### src/hdl/rrp_pkg.sv
`default_nettype none

package rrp_pkg;

  localparam logic [7:0] CH_PLUS   = 8'h2B;
  localparam logic [7:0] CH_MINUS  = 8'h2D;
  localparam logic [7:0] CH_COLON  = 8'h3A;
  localparam logic [7:0] CH_DOLLAR = 8'h24;
  localparam logic [7:0] CH_STAR   = 8'h2A;
  localparam logic [7:0] CH_CR     = 8'h0D;
  localparam logic [7:0] CH_LF     = 8'h0A;
  localparam logic [7:0] CH_ZERO   = 8'h30;
  localparam logic [7:0] CH_NINE   = 8'h39;

  typedef enum logic [1:0] {
    KIND_DATA = 2'd0,
    KIND_HDR  = 2'd1,
    KIND_END  = 2'd2,
    KIND_ERR  = 2'd3
  } kind_t;

  typedef enum logic [2:0] {
    ET_SIMPLE = 3'd0,
    ET_ERROR  = 3'd1,
    ET_INT    = 3'd2,
    ET_BULK   = 3'd3,
    ET_ARRAY  = 3'd4
  } elem_type_t;

  typedef enum logic [2:0] {
    ST_OK        = 3'd0,
    ST_SERVER    = 3'd1,
    ST_BAD_TYPE  = 3'd2,
    ST_BAD_LEN   = 3'd3,
    ST_BAD_TERM  = 3'd4,
    ST_LINE_LONG = 3'd5,
    ST_TOO_DEEP  = 3'd6,
    ST_OVERFLOW  = 3'd7
  } status_t;

  typedef enum logic [2:0] {
    PH_TYPE = 3'd0,
    PH_LINE = 3'd1,
    PH_LEN  = 3'd2,
    PH_BULK = 3'd3,
    PH_BCR  = 3'd4,
    PH_BLF  = 3'd5,
    PH_HALT = 3'd6
  } phase_t;

  typedef struct packed {
    logic [1:0]  kind;
    logic [7:0]  data_byte;
    logic [2:0]  elem_type;
    logic        is_nil;
    logic [3:0]  nest_depth;
    logic [31:0] elem_index;
    logic [31:0] elem_length;
    logic        reply_done;
    logic [2:0]  status;
    logic        last;
  } res_t;

  // Request from the parser to the array stack
  typedef struct packed {
    logic        push;
    logic        pop;
    logic [31:0] len;
  } stk_cmd_t;

  // What the stack shows to the parser
  typedef struct packed {
    logic        full;
    logic        last_elem;
    logic [31:0] cur_idx;
  } stk_stat_t;

  function automatic res_t mk_res(input logic [1:0] kind, input logic [7:0] data,
                                  input logic [2:0] et, input logic nil,
                                  input logic [3:0] depth, input logic [31:0] idx,
                                  input logic [31:0] len, input logic done,
                                  input logic [2:0] st);
    res_t r;
    r.kind        = kind;
    r.data_byte   = data;
    r.elem_type   = et;
    r.is_nil      = nil;
    r.nest_depth  = depth;
    r.elem_index  = idx;
    r.elem_length = len;
    r.reply_done  = done;
    r.status      = st;
    r.last        = 1'b0;
    return r;
  endfunction

endpackage

`default_nettype wire

### src/hdl/rrp_rx_if.sv
`default_nettype none

interface rrp_rx_if;
  logic       valid;
  logic       ready;
  logic [7:0] rx_byte;

  modport source (output valid, output rx_byte, input ready);
  modport sink (input valid, input rx_byte, output ready);
endinterface

`default_nettype wire

### src/hdl/rrp_tx_if.sv
`default_nettype none

interface rrp_tx_if;
  logic        valid;
  logic        ready;
  logic [1:0]  kind;
  logic [7:0]  data_byte;
  logic [2:0]  elem_type;
  logic        is_nil;
  logic [3:0]  nest_depth;
  logic [31:0] elem_index;
  logic [31:0] elem_length;
  logic        reply_done;
  logic [2:0]  status;
  logic        last;

  modport source (output valid, output kind, output data_byte, output elem_type,
                  output is_nil, output nest_depth, output elem_index,
                  output elem_length, output reply_done, output status,
                  output last, input ready);
  modport sink (input valid, input kind, input data_byte, input elem_type,
                input is_nil, input nest_depth, input elem_index,
                input elem_length, input reply_done, input status,
                input last, output ready);
endinterface

`default_nettype wire

### src/hdl/rrp_stack.sv
`default_nettype none

module rrp_stack import rrp_pkg::*; #(
  parameter int MAX_DEPTH = 8,
  parameter int LVW       = $clog2(MAX_DEPTH + 1)
) (
  input  wire logic           clk,
  input  wire logic           rst,
  input  wire stk_cmd_t       cmd,
  output logic [LVW-1:0]      level,
  output stk_stat_t           stat
);

  // One lane per open array: current child index and children still to come
  logic [31:0]    idx_q [MAX_DEPTH];
  logic [31:0]    rem_q [MAX_DEPTH];
  logic [LVW-1:0] level_next;
  logic [LVW-1:0] tgt;
  logic           found;

  always_comb begin
    stat.cur_idx = 32'd0;
    tgt          = '0;
    found        = 1'b0;
    for (int i = 0; i < MAX_DEPTH; i++) begin
      if (level == LVW'(i + 1)) begin
        stat.cur_idx = idx_q[i];
      end
      // highest open level that still has a child to come
      if (LVW'(i) < level && rem_q[i] != 32'd0) begin
        found = 1'b1;
        tgt   = LVW'(i + 1);
      end
    end
    stat.full      = (level >= LVW'(MAX_DEPTH));
    stat.last_elem = !found;
  end

  always_comb begin
    level_next = level;
    if (cmd.push) begin
      level_next = level + LVW'(1);
    end else if (cmd.pop) begin
      level_next = found ? tgt : '0;
    end
  end

  always_ff @(posedge clk) begin
    if (rst) begin
      level <= '0;
    end else begin
      level <= level_next;
    end
  end

  always_ff @(posedge clk) begin
    for (int i = 0; i < MAX_DEPTH; i++) begin
      if (cmd.push && level == LVW'(i)) begin
        idx_q[i] <= 32'd1;
        rem_q[i] <= cmd.len - 32'd1;
      end else if (cmd.pop && found && tgt == LVW'(i + 1)) begin
        idx_q[i] <= idx_q[i] + 32'd1;
        rem_q[i] <= rem_q[i] - 32'd1;
      end
    end
  end

endmodule

`default_nettype wire

### src/hdl/rrp_core.sv
`default_nettype none

module rrp_core import rrp_pkg::*; #(
  parameter int MAX_DEPTH  = 8,
  parameter int LINE_LIMIT = 256,
  parameter int LVW        = $clog2(MAX_DEPTH + 1),
  parameter int LCW        = $clog2(LINE_LIMIT)
) (
  input  wire logic           clk,
  input  wire logic           rst,
  input  wire logic           take,
  input  wire logic [7:0]     rx_byte,
  input  wire logic [LVW-1:0] level,
  input  wire stk_stat_t      stat,
  output stk_cmd_t            cmd,
  output logic [1:0]          n_res,
  output res_t                res0,
  output res_t                res1
);

  phase_t         phase, phase_next;
  logic           held_cr, held_cr_next;
  logic [LCW-1:0] line_count, line_count_next;
  logic [31:0]    length_accum, length_accum_next;
  logic           length_negative, length_negative_next;
  logic           number_ended, number_ended_next;
  logic [31:0]    bulk_remaining, bulk_remaining_next;
  logic [2:0]     current_type, current_type_next;

  logic           ll_hit, is_cr, is_lf, is_digit, is_line_type, is_len_type;
  logic           no_digits, ovf, neg_bad;
  logic [35:0]    acc_mul;
  logic [2:0]     byte_type;
  logic [3:0]     depth;
  logic [31:0]    idx;
  logic [1:0]     n_raw;
  res_t           r0, r1;

  // Byte decode shared by next-state and output logic
  always_comb begin
    ll_hit       = (line_count >= LCW'(LINE_LIMIT - 1));
    is_cr        = (rx_byte == CH_CR);
    is_lf        = (rx_byte == CH_LF);
    is_digit     = (rx_byte >= CH_ZERO) && (rx_byte <= CH_NINE);
    is_line_type = (rx_byte == CH_PLUS) || (rx_byte == CH_MINUS) || (rx_byte == CH_COLON);
    is_len_type  = (rx_byte == CH_DOLLAR) || (rx_byte == CH_STAR);
    case (rx_byte)
      CH_PLUS:   byte_type = ET_SIMPLE;
      CH_MINUS:  byte_type = ET_ERROR;
      CH_COLON:  byte_type = ET_INT;
      CH_DOLLAR: byte_type = ET_BULK;
      default:   byte_type = ET_ARRAY;
    endcase
    no_digits = (line_count == LCW'(length_negative));
    acc_mul   = ({4'd0, length_accum} << 3) + ({4'd0, length_accum} << 1)
              + {28'd0, rx_byte - CH_ZERO};
    ovf       = (acc_mul[35:32] != 4'd0);
    neg_bad   = (length_accum != 32'd1);
    depth     = 4'(level);
    idx       = stat.cur_idx;
  end

  // Next state
  always_comb begin
    phase_next           = phase;
    held_cr_next         = held_cr;
    line_count_next      = line_count;
    length_accum_next    = length_accum;
    length_negative_next = length_negative;
    number_ended_next    = number_ended;
    bulk_remaining_next  = bulk_remaining;
    current_type_next    = current_type;
    case (phase)
      PH_TYPE: begin
        held_cr_next         = 1'b0;
        line_count_next      = '0;
        length_accum_next    = 32'd0;
        length_negative_next = 1'b0;
        number_ended_next    = 1'b0;
        if (is_line_type) begin
          current_type_next = byte_type;
          phase_next        = PH_LINE;
        end else if (is_len_type) begin
          current_type_next = byte_type;
          phase_next        = PH_LEN;
        end else begin
          phase_next = PH_HALT;
        end
      end
      PH_LINE: begin
        if (ll_hit) begin
          phase_next = PH_HALT;
        end else begin
          line_count_next = line_count + LCW'(1);
          if (held_cr && is_lf) begin
            held_cr_next    = 1'b0;
            line_count_next = '0;
            phase_next      = (current_type == ET_ERROR) ? PH_HALT : PH_TYPE;
          end else begin
            held_cr_next = is_cr;
          end
        end
      end
      PH_LEN: begin
        if (ll_hit) begin
          phase_next = PH_HALT;
        end else begin
          line_count_next = line_count + LCW'(1);
          if (!number_ended) begin
            if (is_cr) begin
              if (no_digits) begin
                phase_next = PH_HALT;
              end else begin
                number_ended_next = 1'b1;
              end
            end else if (rx_byte == CH_MINUS && line_count == '0) begin
              length_negative_next = 1'b1;
            end else if (is_digit) begin
              if (ovf) begin
                phase_next = PH_HALT;
              end else begin
                length_accum_next = acc_mul[31:0];
              end
            end else begin
              phase_next = PH_HALT;
            end
          end else if (!is_lf || (length_negative && neg_bad)) begin
            phase_next = PH_HALT;
          end else if (!length_negative && current_type == ET_BULK) begin
            bulk_remaining_next = length_accum;
            phase_next          = (length_accum == 32'd0) ? PH_BCR : PH_BULK;
          end else if (!length_negative && length_accum != 32'd0 && stat.full) begin
            phase_next = PH_HALT;
          end else begin
            phase_next = PH_TYPE;
          end
          if (number_ended && phase_next != PH_HALT) begin
            held_cr_next         = 1'b0;
            line_count_next      = '0;
            length_accum_next    = 32'd0;
            length_negative_next = 1'b0;
            number_ended_next    = 1'b0;
          end
        end
      end
      PH_BULK: begin
        bulk_remaining_next = bulk_remaining - 32'd1;
        if (bulk_remaining == 32'd1) begin
          phase_next = PH_BCR;
        end
      end
      PH_BCR: begin
        phase_next = is_cr ? PH_BLF : PH_HALT;
      end
      PH_BLF: begin
        phase_next = is_lf ? PH_TYPE : PH_HALT;
      end
      default: begin
        phase_next = PH_HALT;
      end
    endcase
  end

  // Results and stack requests
  always_comb begin
    n_raw   = 2'd0;
    r0      = mk_res(KIND_DATA, 8'd0, current_type, 1'b0, depth, idx, 32'd0, 1'b0, ST_OK);
    r1      = r0;
    cmd     = '0;
    cmd.len = length_accum;
    case (phase)
      PH_TYPE: begin
        if (is_line_type) begin
          r0    = mk_res(KIND_HDR, 8'd0, byte_type, 1'b0, depth, idx, 32'd0, 1'b0, ST_OK);
          n_raw = 2'd1;
        end else if (!is_len_type) begin
          r0    = mk_res(KIND_ERR, 8'd0, ET_SIMPLE, 1'b0, depth, idx, 32'd0, 1'b0,
                         ST_BAD_TYPE);
          n_raw = 2'd1;
        end
      end
      PH_LINE: begin
        if (ll_hit) begin
          r0.kind   = KIND_ERR;
          r0.status = ST_LINE_LONG;
          n_raw     = 2'd1;
        end else if (held_cr && is_lf) begin
          r0.kind       = KIND_END;
          r0.reply_done = stat.last_elem;
          r0.status     = (current_type == ET_ERROR) ? ST_SERVER : ST_OK;
          cmd.pop       = 1'b1;
          n_raw         = 2'd1;
        end else if (held_cr) begin
          // release the held CR ahead of this byte
          r0.data_byte = CH_CR;
          r1.data_byte = rx_byte;
          n_raw        = is_cr ? 2'd1 : 2'd2;
        end else if (!is_cr) begin
          r0.data_byte = rx_byte;
          n_raw        = 2'd1;
        end
      end
      PH_LEN: begin
        if (ll_hit) begin
          r0.kind   = KIND_ERR;
          r0.status = ST_LINE_LONG;
          n_raw     = 2'd1;
        end else if (!number_ended) begin
          if (is_cr) begin
            if (no_digits) begin
              r0.kind   = KIND_ERR;
              r0.status = ST_BAD_LEN;
              n_raw     = 2'd1;
            end
          end else if (rx_byte == CH_MINUS && line_count == '0) begin
            n_raw = 2'd0;
          end else if (is_digit) begin
            if (ovf) begin
              r0.kind   = KIND_ERR;
              r0.status = ST_OVERFLOW;
              n_raw     = 2'd1;
            end
          end else begin
            r0.kind   = KIND_ERR;
            r0.status = ST_BAD_LEN;
            n_raw     = 2'd1;
          end
        end else if (!is_lf) begin
          r0.kind   = KIND_ERR;
          r0.status = ST_BAD_TERM;
          n_raw     = 2'd1;
        end else if (length_negative) begin
          if (neg_bad) begin
            r0.kind   = KIND_ERR;
            r0.status = ST_BAD_LEN;
            n_raw     = 2'd1;
          end else begin
            r0.kind       = KIND_HDR;
            r0.is_nil     = 1'b1;
            r1.kind       = KIND_END;
            r1.reply_done = stat.last_elem;
            cmd.pop       = 1'b1;
            n_raw         = 2'd2;
          end
        end else if (current_type == ET_BULK) begin
          r0.kind        = KIND_HDR;
          r0.elem_length = length_accum;
          n_raw          = 2'd1;
        end else if (length_accum == 32'd0) begin
          r0.kind       = KIND_HDR;
          r1.kind       = KIND_END;
          r1.reply_done = stat.last_elem;
          cmd.pop       = 1'b1;
          n_raw         = 2'd2;
        end else if (stat.full) begin
          r0.kind   = KIND_ERR;
          r0.status = ST_TOO_DEEP;
          n_raw     = 2'd1;
        end else begin
          r0.kind        = KIND_HDR;
          r0.elem_length = length_accum;
          cmd.push       = 1'b1;
          n_raw          = 2'd1;
        end
      end
      PH_BULK: begin
        r0.data_byte = rx_byte;
        n_raw        = 2'd1;
      end
      PH_BCR: begin
        if (!is_cr) begin
          r0.kind   = KIND_ERR;
          r0.status = ST_BAD_TERM;
          n_raw     = 2'd1;
        end
      end
      PH_BLF: begin
        if (!is_lf) begin
          r0.kind   = KIND_ERR;
          r0.status = ST_BAD_TERM;
        end else begin
          r0.kind       = KIND_END;
          r0.reply_done = stat.last_elem;
          cmd.pop       = 1'b1;
        end
        n_raw = 2'd1;
      end
      default: begin
        n_raw = 2'd0;
      end
    endcase
    r0.last  = (n_raw == 2'd1);
    r1.last  = (n_raw == 2'd2);
    cmd.push = cmd.push && take;
    cmd.pop  = cmd.pop && take;
    n_res    = take ? n_raw : 2'd0;
    res0     = r0;
    res1     = r1;
  end

  always_ff @(posedge clk) begin
    if (rst) begin
      phase           <= PH_TYPE;
      held_cr         <= 1'b0;
      line_count      <= '0;
      length_accum    <= 32'd0;
      length_negative <= 1'b0;
      number_ended    <= 1'b0;
      bulk_remaining  <= 32'd0;
      current_type    <= ET_SIMPLE;
    end else if (take) begin
      phase           <= phase_next;
      held_cr         <= held_cr_next;
      line_count      <= line_count_next;
      length_accum    <= length_accum_next;
      length_negative <= length_negative_next;
      number_ended    <= number_ended_next;
      bulk_remaining  <= bulk_remaining_next;
      current_type    <= current_type_next;
    end
  end

endmodule

`default_nettype wire

### src/hdl/rrp_res_fifo.sv
`default_nettype none

module rrp_res_fifo import rrp_pkg::*; (
  input  wire logic      clk,
  input  wire logic      rst,
  input  wire logic [1:0] n_res,
  input  wire res_t      res0,
  input  wire res_t      res1,
  output logic           space,
  rrp_tx_if.source       tx
);

  res_t       buf_q [4];
  logic [1:0] head, tail;
  logic [2:0] count, count_left;
  logic       pop;
  res_t       hd;

  assign pop        = tx.valid && tx.ready;
  assign count_left = count - {2'd0, pop};
  // room for the two results a byte can cause
  assign space      = (count_left <= 3'd2);

  always_ff @(posedge clk) begin
    if (rst) begin
      head  <= 2'd0;
      tail  <= 2'd0;
      count <= 3'd0;
    end else begin
      head  <= head + {1'b0, pop};
      tail  <= tail + n_res;
      count <= count_left + {1'b0, n_res};
    end
  end

  always_ff @(posedge clk) begin
    if (n_res != 2'd0) begin
      buf_q[tail] <= res0;
    end
    if (n_res == 2'd2) begin
      buf_q[tail + 2'd1] <= res1;
    end
  end

  assign hd             = buf_q[head];
  assign tx.valid       = (count != 3'd0);
  assign tx.kind        = hd.kind;
  assign tx.data_byte   = hd.data_byte;
  assign tx.elem_type   = hd.elem_type;
  assign tx.is_nil      = hd.is_nil;
  assign tx.nest_depth  = hd.nest_depth;
  assign tx.elem_index  = hd.elem_index;
  assign tx.elem_length = hd.elem_length;
  assign tx.reply_done  = hd.reply_done;
  assign tx.status      = hd.status;
  assign tx.last        = hd.last;

endmodule

`default_nettype wire

### src/hdl/resp_reply_parser.sv
// Channel  Dir  Transaction payload
// -------  ---  ----------------------------------------------------------------
// rx       in   rx_byte: one byte of the reply stream
// tx       out  kind, data_byte, elem_type, is_nil, nest_depth, elem_index,
//               elem_length, reply_done, status, last
//
// One byte is parsed per cycle while the queue has room: an input register feeds
// the parser, whose results go into a four-entry result queue. A byte causes
// zero, one or two results; the tx port drains one per cycle while tx is ready,
// so bytes that cause two results set the long-run rate. rst is synchronous and
// clears the parser, the stack depth and the queue. rx stalls only when the queue
// cannot hold two more results.
`default_nettype none

module resp_reply_parser import rrp_pkg::*; #(
  parameter int MAX_DEPTH  = 8,
  parameter int LINE_LIMIT = 256
) (
  input  wire logic clk,
  input  wire logic rst,
  rrp_rx_if.sink    rx,
  rrp_tx_if.source  tx
);

  localparam int LVW = $clog2(MAX_DEPTH + 1);
  localparam int LCW = $clog2(LINE_LIMIT);

  logic           in_full;
  logic [7:0]     in_byte;
  logic           take;
  logic           space;
  logic [1:0]     n_res;
  res_t           res0, res1;
  stk_cmd_t       cmd;
  stk_stat_t      stat;
  logic [LVW-1:0] level;

  assign take     = in_full && space;
  assign rx.ready = !in_full || take;

  always_ff @(posedge clk) begin
    if (rst) begin
      in_full <= 1'b0;
    end else if (rx.ready) begin
      in_full <= rx.valid;
    end
  end

  always_ff @(posedge clk) begin
    if (rx.valid && rx.ready) begin
      in_byte <= rx.rx_byte;
    end
  end

  rrp_core #(
    .MAX_DEPTH (MAX_DEPTH),
    .LINE_LIMIT(LINE_LIMIT),
    .LVW       (LVW),
    .LCW       (LCW)
  ) u_core (
    .clk    (clk),
    .rst    (rst),
    .take   (take),
    .rx_byte(in_byte),
    .level  (level),
    .stat   (stat),
    .cmd    (cmd),
    .n_res  (n_res),
    .res0   (res0),
    .res1   (res1)
  );

  rrp_stack #(
    .MAX_DEPTH(MAX_DEPTH),
    .LVW      (LVW)
  ) u_stack (
    .clk  (clk),
    .rst  (rst),
    .cmd  (cmd),
    .level(level),
    .stat (stat)
  );

  rrp_res_fifo u_fifo (
    .clk  (clk),
    .rst  (rst),
    .n_res(n_res),
    .res0 (res0),
    .res1 (res1),
    .space(space),
    .tx   (tx)
  );

endmodule

`default_nettype wire

### src/flat_wrapper.sv
// flat-port wrapper written by rule: the top's interface ports become plain ports
module resp_reply_parser_flat import rrp_pkg::*;
#(
  parameter int MAX_DEPTH  = 8,
  parameter int LINE_LIMIT = 256
)
  (clk, rst, rx_valid, rx_rx_byte, rx_ready, tx_valid, tx_kind, tx_data_byte, tx_elem_type, tx_is_nil, tx_nest_depth, tx_elem_index, tx_elem_length, tx_reply_done, tx_status, tx_last, tx_ready);
  rrp_rx_if rx_i ();
  rrp_tx_if tx_i ();
  input  wire logic clk;
  input  wire logic rst;
  input wire logic [$bits(rx_i.valid)-1:0] rx_valid;
  input wire logic [$bits(rx_i.rx_byte)-1:0] rx_rx_byte;
  output wire logic [$bits(rx_i.ready)-1:0] rx_ready;
  output wire logic [$bits(tx_i.valid)-1:0] tx_valid;
  output wire logic [$bits(tx_i.kind)-1:0] tx_kind;
  output wire logic [$bits(tx_i.data_byte)-1:0] tx_data_byte;
  output wire logic [$bits(tx_i.elem_type)-1:0] tx_elem_type;
  output wire logic [$bits(tx_i.is_nil)-1:0] tx_is_nil;
  output wire logic [$bits(tx_i.nest_depth)-1:0] tx_nest_depth;
  output wire logic [$bits(tx_i.elem_index)-1:0] tx_elem_index;
  output wire logic [$bits(tx_i.elem_length)-1:0] tx_elem_length;
  output wire logic [$bits(tx_i.reply_done)-1:0] tx_reply_done;
  output wire logic [$bits(tx_i.status)-1:0] tx_status;
  output wire logic [$bits(tx_i.last)-1:0] tx_last;
  input wire logic [$bits(tx_i.ready)-1:0] tx_ready;
  assign rx_i.valid = rx_valid;
  assign rx_i.rx_byte = rx_rx_byte;
  assign rx_ready = rx_i.ready;
  assign tx_valid = tx_i.valid;
  assign tx_kind = tx_i.kind;
  assign tx_data_byte = tx_i.data_byte;
  assign tx_elem_type = tx_i.elem_type;
  assign tx_is_nil = tx_i.is_nil;
  assign tx_nest_depth = tx_i.nest_depth;
  assign tx_elem_index = tx_i.elem_index;
  assign tx_elem_length = tx_i.elem_length;
  assign tx_reply_done = tx_i.reply_done;
  assign tx_status = tx_i.status;
  assign tx_last = tx_i.last;
  assign tx_i.ready = tx_ready;
  resp_reply_parser #(.MAX_DEPTH(MAX_DEPTH), .LINE_LIMIT(LINE_LIMIT)) u_core (.clk(clk), .rst(rst), .rx(rx_i), .tx(tx_i));
endmodule
### config.mk
export PLATFORM = sky130hd
export DESIGN_NAME = resp_reply_parser_flat
export DESIGN_NICKNAME = d
export VERILOG_FILES = /design/src/hdl/rrp_pkg.sv /design/src/hdl/rrp_rx_if.sv /design/src/hdl/rrp_tx_if.sv /design/src/hdl/rrp_stack.sv /design/src/hdl/rrp_core.sv /design/src/hdl/rrp_res_fifo.sv /design/src/hdl/resp_reply_parser.sv /design/src/flat_wrapper.sv
export SDC_FILE = /design/constraint.sdc
export NUM_CORES = 2
export LEC_CHECK = 0
export CORE_MARGIN = 2
export CORE_UTILIZATION = 57
export CTS_CLUSTER_SIZE = 12
export DETAILED_ROUTE_END_ITERATION = 8
export DONT_BUFFER_PORTS = 1
export PLACE_DENSITY = 0.72
export SYNTH_ARGS = -nofsm -noshare
export SYNTH_HDL_FRONTEND = slang
export SYNTH_HIERARCHICAL = 1
export SYNTH_SLANG_ARGS = --single-unit
### constraint.sdc
create_clock -name clk -period 14.9 [get_ports clk]
set_input_delay 3.725 -clock clk [delete_from_list [all_inputs] [get_ports clk]]
set_output_delay 3.725 -clock clk [all_outputs]
set_load 0.01 [all_outputs]
======== Word-level counts from Yosys, hierarchy flattened ========
Memory sizes are Yosys's and may differ from the RTL's. A register that Yosys moved wholly into a read port is not among the register bits.
Cells that the tools add are included.
operators by class
  reduce and logical (&&, ||, !) cells .... 91
  add/sub/neg operators ................... 28
  eq/ne operators ......................... 51
  magnitude comparators ................... 13
  multiplexer cells ....................... 308
  bitwise operators ....................... 16
operator list
  cell                     count
  $mux W32                 56
  $reduce_or A32 Y1        14
  $sub A32 B1 Y32 const B  10
  $reduce_bool A32 Y1      9
  $add A32 B1 Y32 const B  8
  $pmux W32 S2             3
  $mux W87                 2
  $mux W3                  51
  $mux W1                  112
  $mux W8                  12
  $mux W2                  47
  $pmux W8 S3              2
  $mux W4                  11
  $eq A8 B6 Y1 const B     5
  $logic_and A1 B1 Y1      38
  $add A35 B33 Y36         1
  $add A36 B8 Y36          1
  $mux W36                 1
  $eq A32 B1 Y1 const B    1
  $eq A4 B3 Y1 const B     8
  $logic_not A32 Y1        1
  $ne A32 B1 Y1 const B    1
  $ne A3 B3 Y1 const B     8
  $pmux W2 S5              2
  other kinds (47)         103
storage, ports and cells
  input port bits ......................... 12
  flip-flop bits (word level) ............. 101
  memories ................................ 3
  logic and storage cells ................. 524
  output and inout bits ................... 89
  memory bits (writable) .................. 860
memory list
  name                  depth  width  read ports  clocked after Yosys merged registers in  wr ports  line                RTL
  u_core.u_fifo.buf_q   4      87     1           1                                        2         rrp_res_fifo.sv:13  res_t buf_q [4];
  u_core.u_stack.idx_q  8      32     8           0                                        1         rrp_stack.sv:15     logic [31:0] idx_q [MAX_DEPTH];
  u_core.u_stack.rem_q  8      32     8           0                                        1         rrp_stack.sv:16     logic [31:0] rem_q [MAX_DEPTH];

======== Depth between registers and ports, before layout ========
An unclocked memory read counts as a cell.
  depth in word-level cells ............... 25
  gate-level depth with buffers ........... 19
  gate-level depth less buffers ........... 17

======== By module ========
Netlist, hierarchy kept.
modules (own cells, without submodules)
  module             sequential area each (um^2)  times used  area each (um^2)  cells an instance
  rrp_stack          15454.8                      1           30668.2           2999
  rrp_res_fifo       10590.2                      1           17138.9           886
  rrp_core           1621.6                       1           8516.9            1200
  resp_reply_parser  260.2                        1           302.8             14

======== Worst setup path after synthesis ========
OpenSTA, ideal clock, no wires.
  path kind ............................... in2reg
  start point ............................. in tx_ready
  end point ............................... mem u_core/u_fifo/buf_q[0][0] in the netlist's numbering, enable pin
  setup slack ............................. 2.763 ns
  library setup time ...................... 0.652 ns
  data arrival time ....................... 11.485 ns
  data required time ...................... 14.248 ns
  stages on the path ...................... 10
  cell sequence ........................... and2_1 > ha_1 > ha_1 > inv_1 > a21oi_1 > and2_2 > clkbuf_1 > and2_1 > o21bai_1 > o21ai_0
RTL lines
  element          line                RTL
  start, declared  flat_wrapper.sv:26  input wire logic [$bits(tx_i.ready)-1:0] tx_ready;
  end, declared    rrp_res_fifo.sv:13

======== Worst setup path after layout ========
  start point ............................. in tx_ready
  end point ............................... out rx_ready
between the ends
  word-level cells in the longest chain between the ends .. 5
ends and longest elaborated chain
  element              line                     RTL
  $logic_and A1 B1 Y1  rrp_res_fifo.sv:19       assign pop = tx.valid && tx.ready;
  $sub A3 B1 Y3        rrp_res_fifo.sv:20       assign count_left = count - {2'd0, pop};
  $le A3 B2 Y1         rrp_res_fifo.sv:22       assign space = (count_left <= 3'd2);
  net u_core.space     resp_reply_parser.sv:31  logic space;
  $logic_and A1 B1 Y1  resp_reply_parser.sv:38  assign take = in_full && space;
  $logic_or A1 B1 Y1   resp_reply_parser.sv:39  assign rx.ready = !in_full || take;
  end, declared        flat_wrapper.sv:14       output wire logic [$bits(rx_i.ready)-1:0] rx_ready;
The timed path passes the listed nets, and every way through them passes these cells.

==> impl_metrics.toml <==
[setup_path]
crit_path_start_kind = "primary input"
worstPathArrival_ns = 4.86
reg2reg_to = "u_core/u_fifo/buf_q[2][26]$_DFFE_PP_"
path_buf_inv = 0
worst-path-max-fanout = 3
cp_slowest_cell = "a21oi_1"
crit_family = "adder cells"
reg2reg_setup_slack_ns = 7.44
path_class = "in2out"
worst_setup_path_end_kind = "output pin"
reg2regPathDepth = 16
crit_required_ns = 11.18
max_stage_delay_ns = 0.22
cp_common_cell = "ha_1"
cp_cell_sequence = "and2_1 -> ha_1 -> ha_1 -> xor2_1 -> a21oi_1 -> nand2b_4"
r2r-start = "u_core/in_byte[5]$_DFFE_PP_"

[status]
outcome = "complete, no violations"

[clock_tree]
cts_root_buffer = "clkbuf_16"
cts_max_path_buffers = 3
postCtsHoldBufs = 0
cts.sinks = 961
cts-resized-gates = 0
cts_setup_buffers = 0
cts_tree = "yes"
clk_pin_slew_worst_paths_ns = 0.06
clock_latency_ns = 0.70
htreeDepth = 3
cts_made_buffers = 101

[route]
routedWlPerCell_um = 22.3
vias_per_cell = 6.23
routed_wl_um = 141000
vias = 39426
first_pass_iters = 6
drt_iter0_markers = 3975
drc = 0
ant_nets = 0

[power]
p_per_area_nw_per_um2 = 103
p_leak_nw = 22.3
ir_worst_vdd_mv = 0.0826

[yosys]
synth.distinct_cells = 100
ys_seq_area_frac = 0.493
synth_edf_count = 868
synth_seq_cells = 961
yosys.area.top_type = "edfxtp_1"
netlist.area_leader.share = 0.460
synthCells = 5099
yosysMostFrequentCell = "edfxtp_1"
synthFlopType = "edfxtp_1"
async_reset_ff_frac = 0
netlist_area_um2 = 56600
yosys_warnings = 6
syn_avg_cell_area_um2 = 11.1
yosys-top-cells-count = "edfxtp_1 (868), nor2_1 (624), nand2_1 (361)"
yosys-top-cells-area = "edfxtp_1 (46%), mux2_2 (6.4%), xor2_1 (4.4%), nor2_1 (4.1%), xnor2_1 (3.5%)"

[sta]
setup_viol = 0
min_period_ns = 8.58
hold_viol = 0
timing.final.crit_share = 0.576
hold_slack_ns = 0.484
rsz0062_at_grt = "false"
max_freq_mhz = 117
maxSlewViolCount = 0
worstMarginPinSlew_ns = 1.18
slew_headroom = 0.213
fin_tns_setup_ns = 0
fin_worst_skew_ns = 0.0380

[floorplan]
pin_count = 101
die-area_um2 = 102000
fp-row-count = 115
dieHeight_um = 319
core_um2 = 98400
fp.dieW_um = 319
start_util = 0.575

[placement]
io_buffers = 0
hpwl_um = 92600
place_area_um2 = 57200
place_congestion = 0.918

[final_layout]
drive_gt1_frac = 0.140
n_antenna_cell = 0
nNetsFinal = 5077
fillers = 7816
design_area_um2 = 60300
regArea_um2 = 27900
area_growth_pct = 6.47
multiInputGateArea_um2 = 26700

[grt]
antenna_found_initial = 0
overflow = 0
track_usage = 0.272
grt_pass1_vias = 37350
grt_pass1_wl_um = 218000
grt_start_max_net_pins = 93

[hold_path]
hp-start = "u_core/u_core/bulk_remaining[27]$_SDFFE_PP0P_"
min_path_type = "reg2reg"
whs_endpoint = "u_core/u_core/bulk_remaining[27]$_SDFFE_PP0P_"
holdPathStages = 2

[run]
drv_cap = 0
-- cell type report --
type,instances,area share
Multi-Input combinational cell,3740,0.443
Inverter,73,0.00454
Clock inverter,37,0.00558
Tap cell,1287,0.0267
Clock buffer,141,0.0462
Sequential cell,961,0.463
Timing Repair Buffer,87,0.0108
-- logic make-up (layout without fill, tap and decap cells) --
group | Yosys count | in the layout | synth area share
compound gates | 688 | 688 | 0.0755
xor+xnor | 513 | 513 | 0.0796
fa+ha+maj | 101 | 101 | 0.0232
buf+inv | 434 | 338 | 0.0413
flops | 961 | 961 | 0.493
mux | 589 | 589 | 0.131
other cells | 1 | 37 | 0.0000662
simple gates | 1812 | 1812 | 0.156
-- layout by cell type (no fill, tap or decap), types with 31 or more instances in the layout --
master	netlist	layout
or3_1	47	46
a221oi_1	39	39
nand3_1	166	165
nor3_1	124	124
a21oi_1	251	250
dfxtp_1	93	91
clkbuf_16	0	102
nand2b_1	31	31
and3_1	76	75
o21ai_0	140	138
o211ai_1	41	41
nor4_1	93	92
mux2i_1	150	150
nor2_1	624	622
buf_4	117	87
xnor2_1	226	220
o22ai_1	40	40
mux4_2	87	87
edfxtp_1	868	868
inv_1	73	73
nand4_1	53	53
or4_1	35	35
and2_1	63	63
a22oi_1	43	43
ha_1	94	94
xor2_1	286	286
mux2_2	322	322
conb_1	1	37
nand2_1	361	352
-- stage by stage --
stage / total power [mW] / std cells / util / worst slack [ns]
6_report: 6.22 / 6326 / 0.613 / 6.32
4_1_cts: 6.26 / 6326 / 0.613 / 6.33
2_1_floorplan: 3.67 / 5135 / - / 2.76
5_1_grt: 6.42 / 6326 / 0.613 / 6.22
3_3_place_gp: 3.84 / 6148 / 0.581 / 6.34
3_5_place_dp: 3.85 / 6148 / 0.581 / 6.35
-- worst register-to-register path, stage by stage, from the launching register on --
cell      delay [ns]
edfxtp_1        0.50
ha_1            0.28
xnor2_1         0.37
fa_1            0.49
ha_1            0.37
a21oi_1         0.17
nand2_1         0.10
o21ai_0         0.47
o31a_1          0.26
nor4bb_1        0.48
nor3_1          0.22
or4b_1          0.72
a21o_1          0.26
and2_1          0.30
and4bb_4        0.93
buf_4           0.83
mux2_2          0.44
-- where the power goes --
| group | internal [mW] | switching [mW] |
|---|---|---|
| clock network | 1.37 | 1.07 |
| logic | 0.271 | 0.413 |
| registers | 3.03 | 0.0763 |
-- sequential cells by signal, indices dropped and copies added, names as in the netlist --
register,cells
u_core/u_core/bulk_remaining,32
u_core/u_core/held_cr,1
u_core/u_fifo/buf_q,348
u_core/u_core/number_ended,1
u_core/u_stack/level,4
u_core/in_full,1
u_core/u_stack/rem_q,256
u_core/u_fifo/head,2
u_core/u_core/current_type,3
u_core/u_core/phase,3
u_core/u_stack/idx_q,256
u_core/u_core/line_count,8
u_core/u_fifo/tail,2
u_core/in_byte,8
u_core/u_core/length_accum,32
u_core/u_core/length_negative,1
u_core/u_fifo/count,3
-- layer usage --
layer / track usage / wire length, um / vias to the layer above
met4: 0.0661 / 2980 / 0
met1: 0.383 / 61600 / 19394
li1: - / - / 18513
met2: 0.444 / 67200 / 1316
met5: 0 / 0 / -
met3: 0.0400 / 9230 / 203
-- how the worst max path moves through the flow --
stage / depth (start not counted) / from / endpoint
5_1_grt: 6 / tx_ready / rx_ready
3_3_place_gp: 6 / tx_ready / rx_ready
6_report: 6 / tx_ready / rx_ready
4_1_cts: 6 / tx_ready / rx_ready
3_5_place_dp: 6 / tx_ready / rx_ready
2_1_floorplan: 10 / tx_ready / u_core/u_fifo/buf_q[0][0]$_DFFE_PP_
Power figures use the tool's default switching activity.
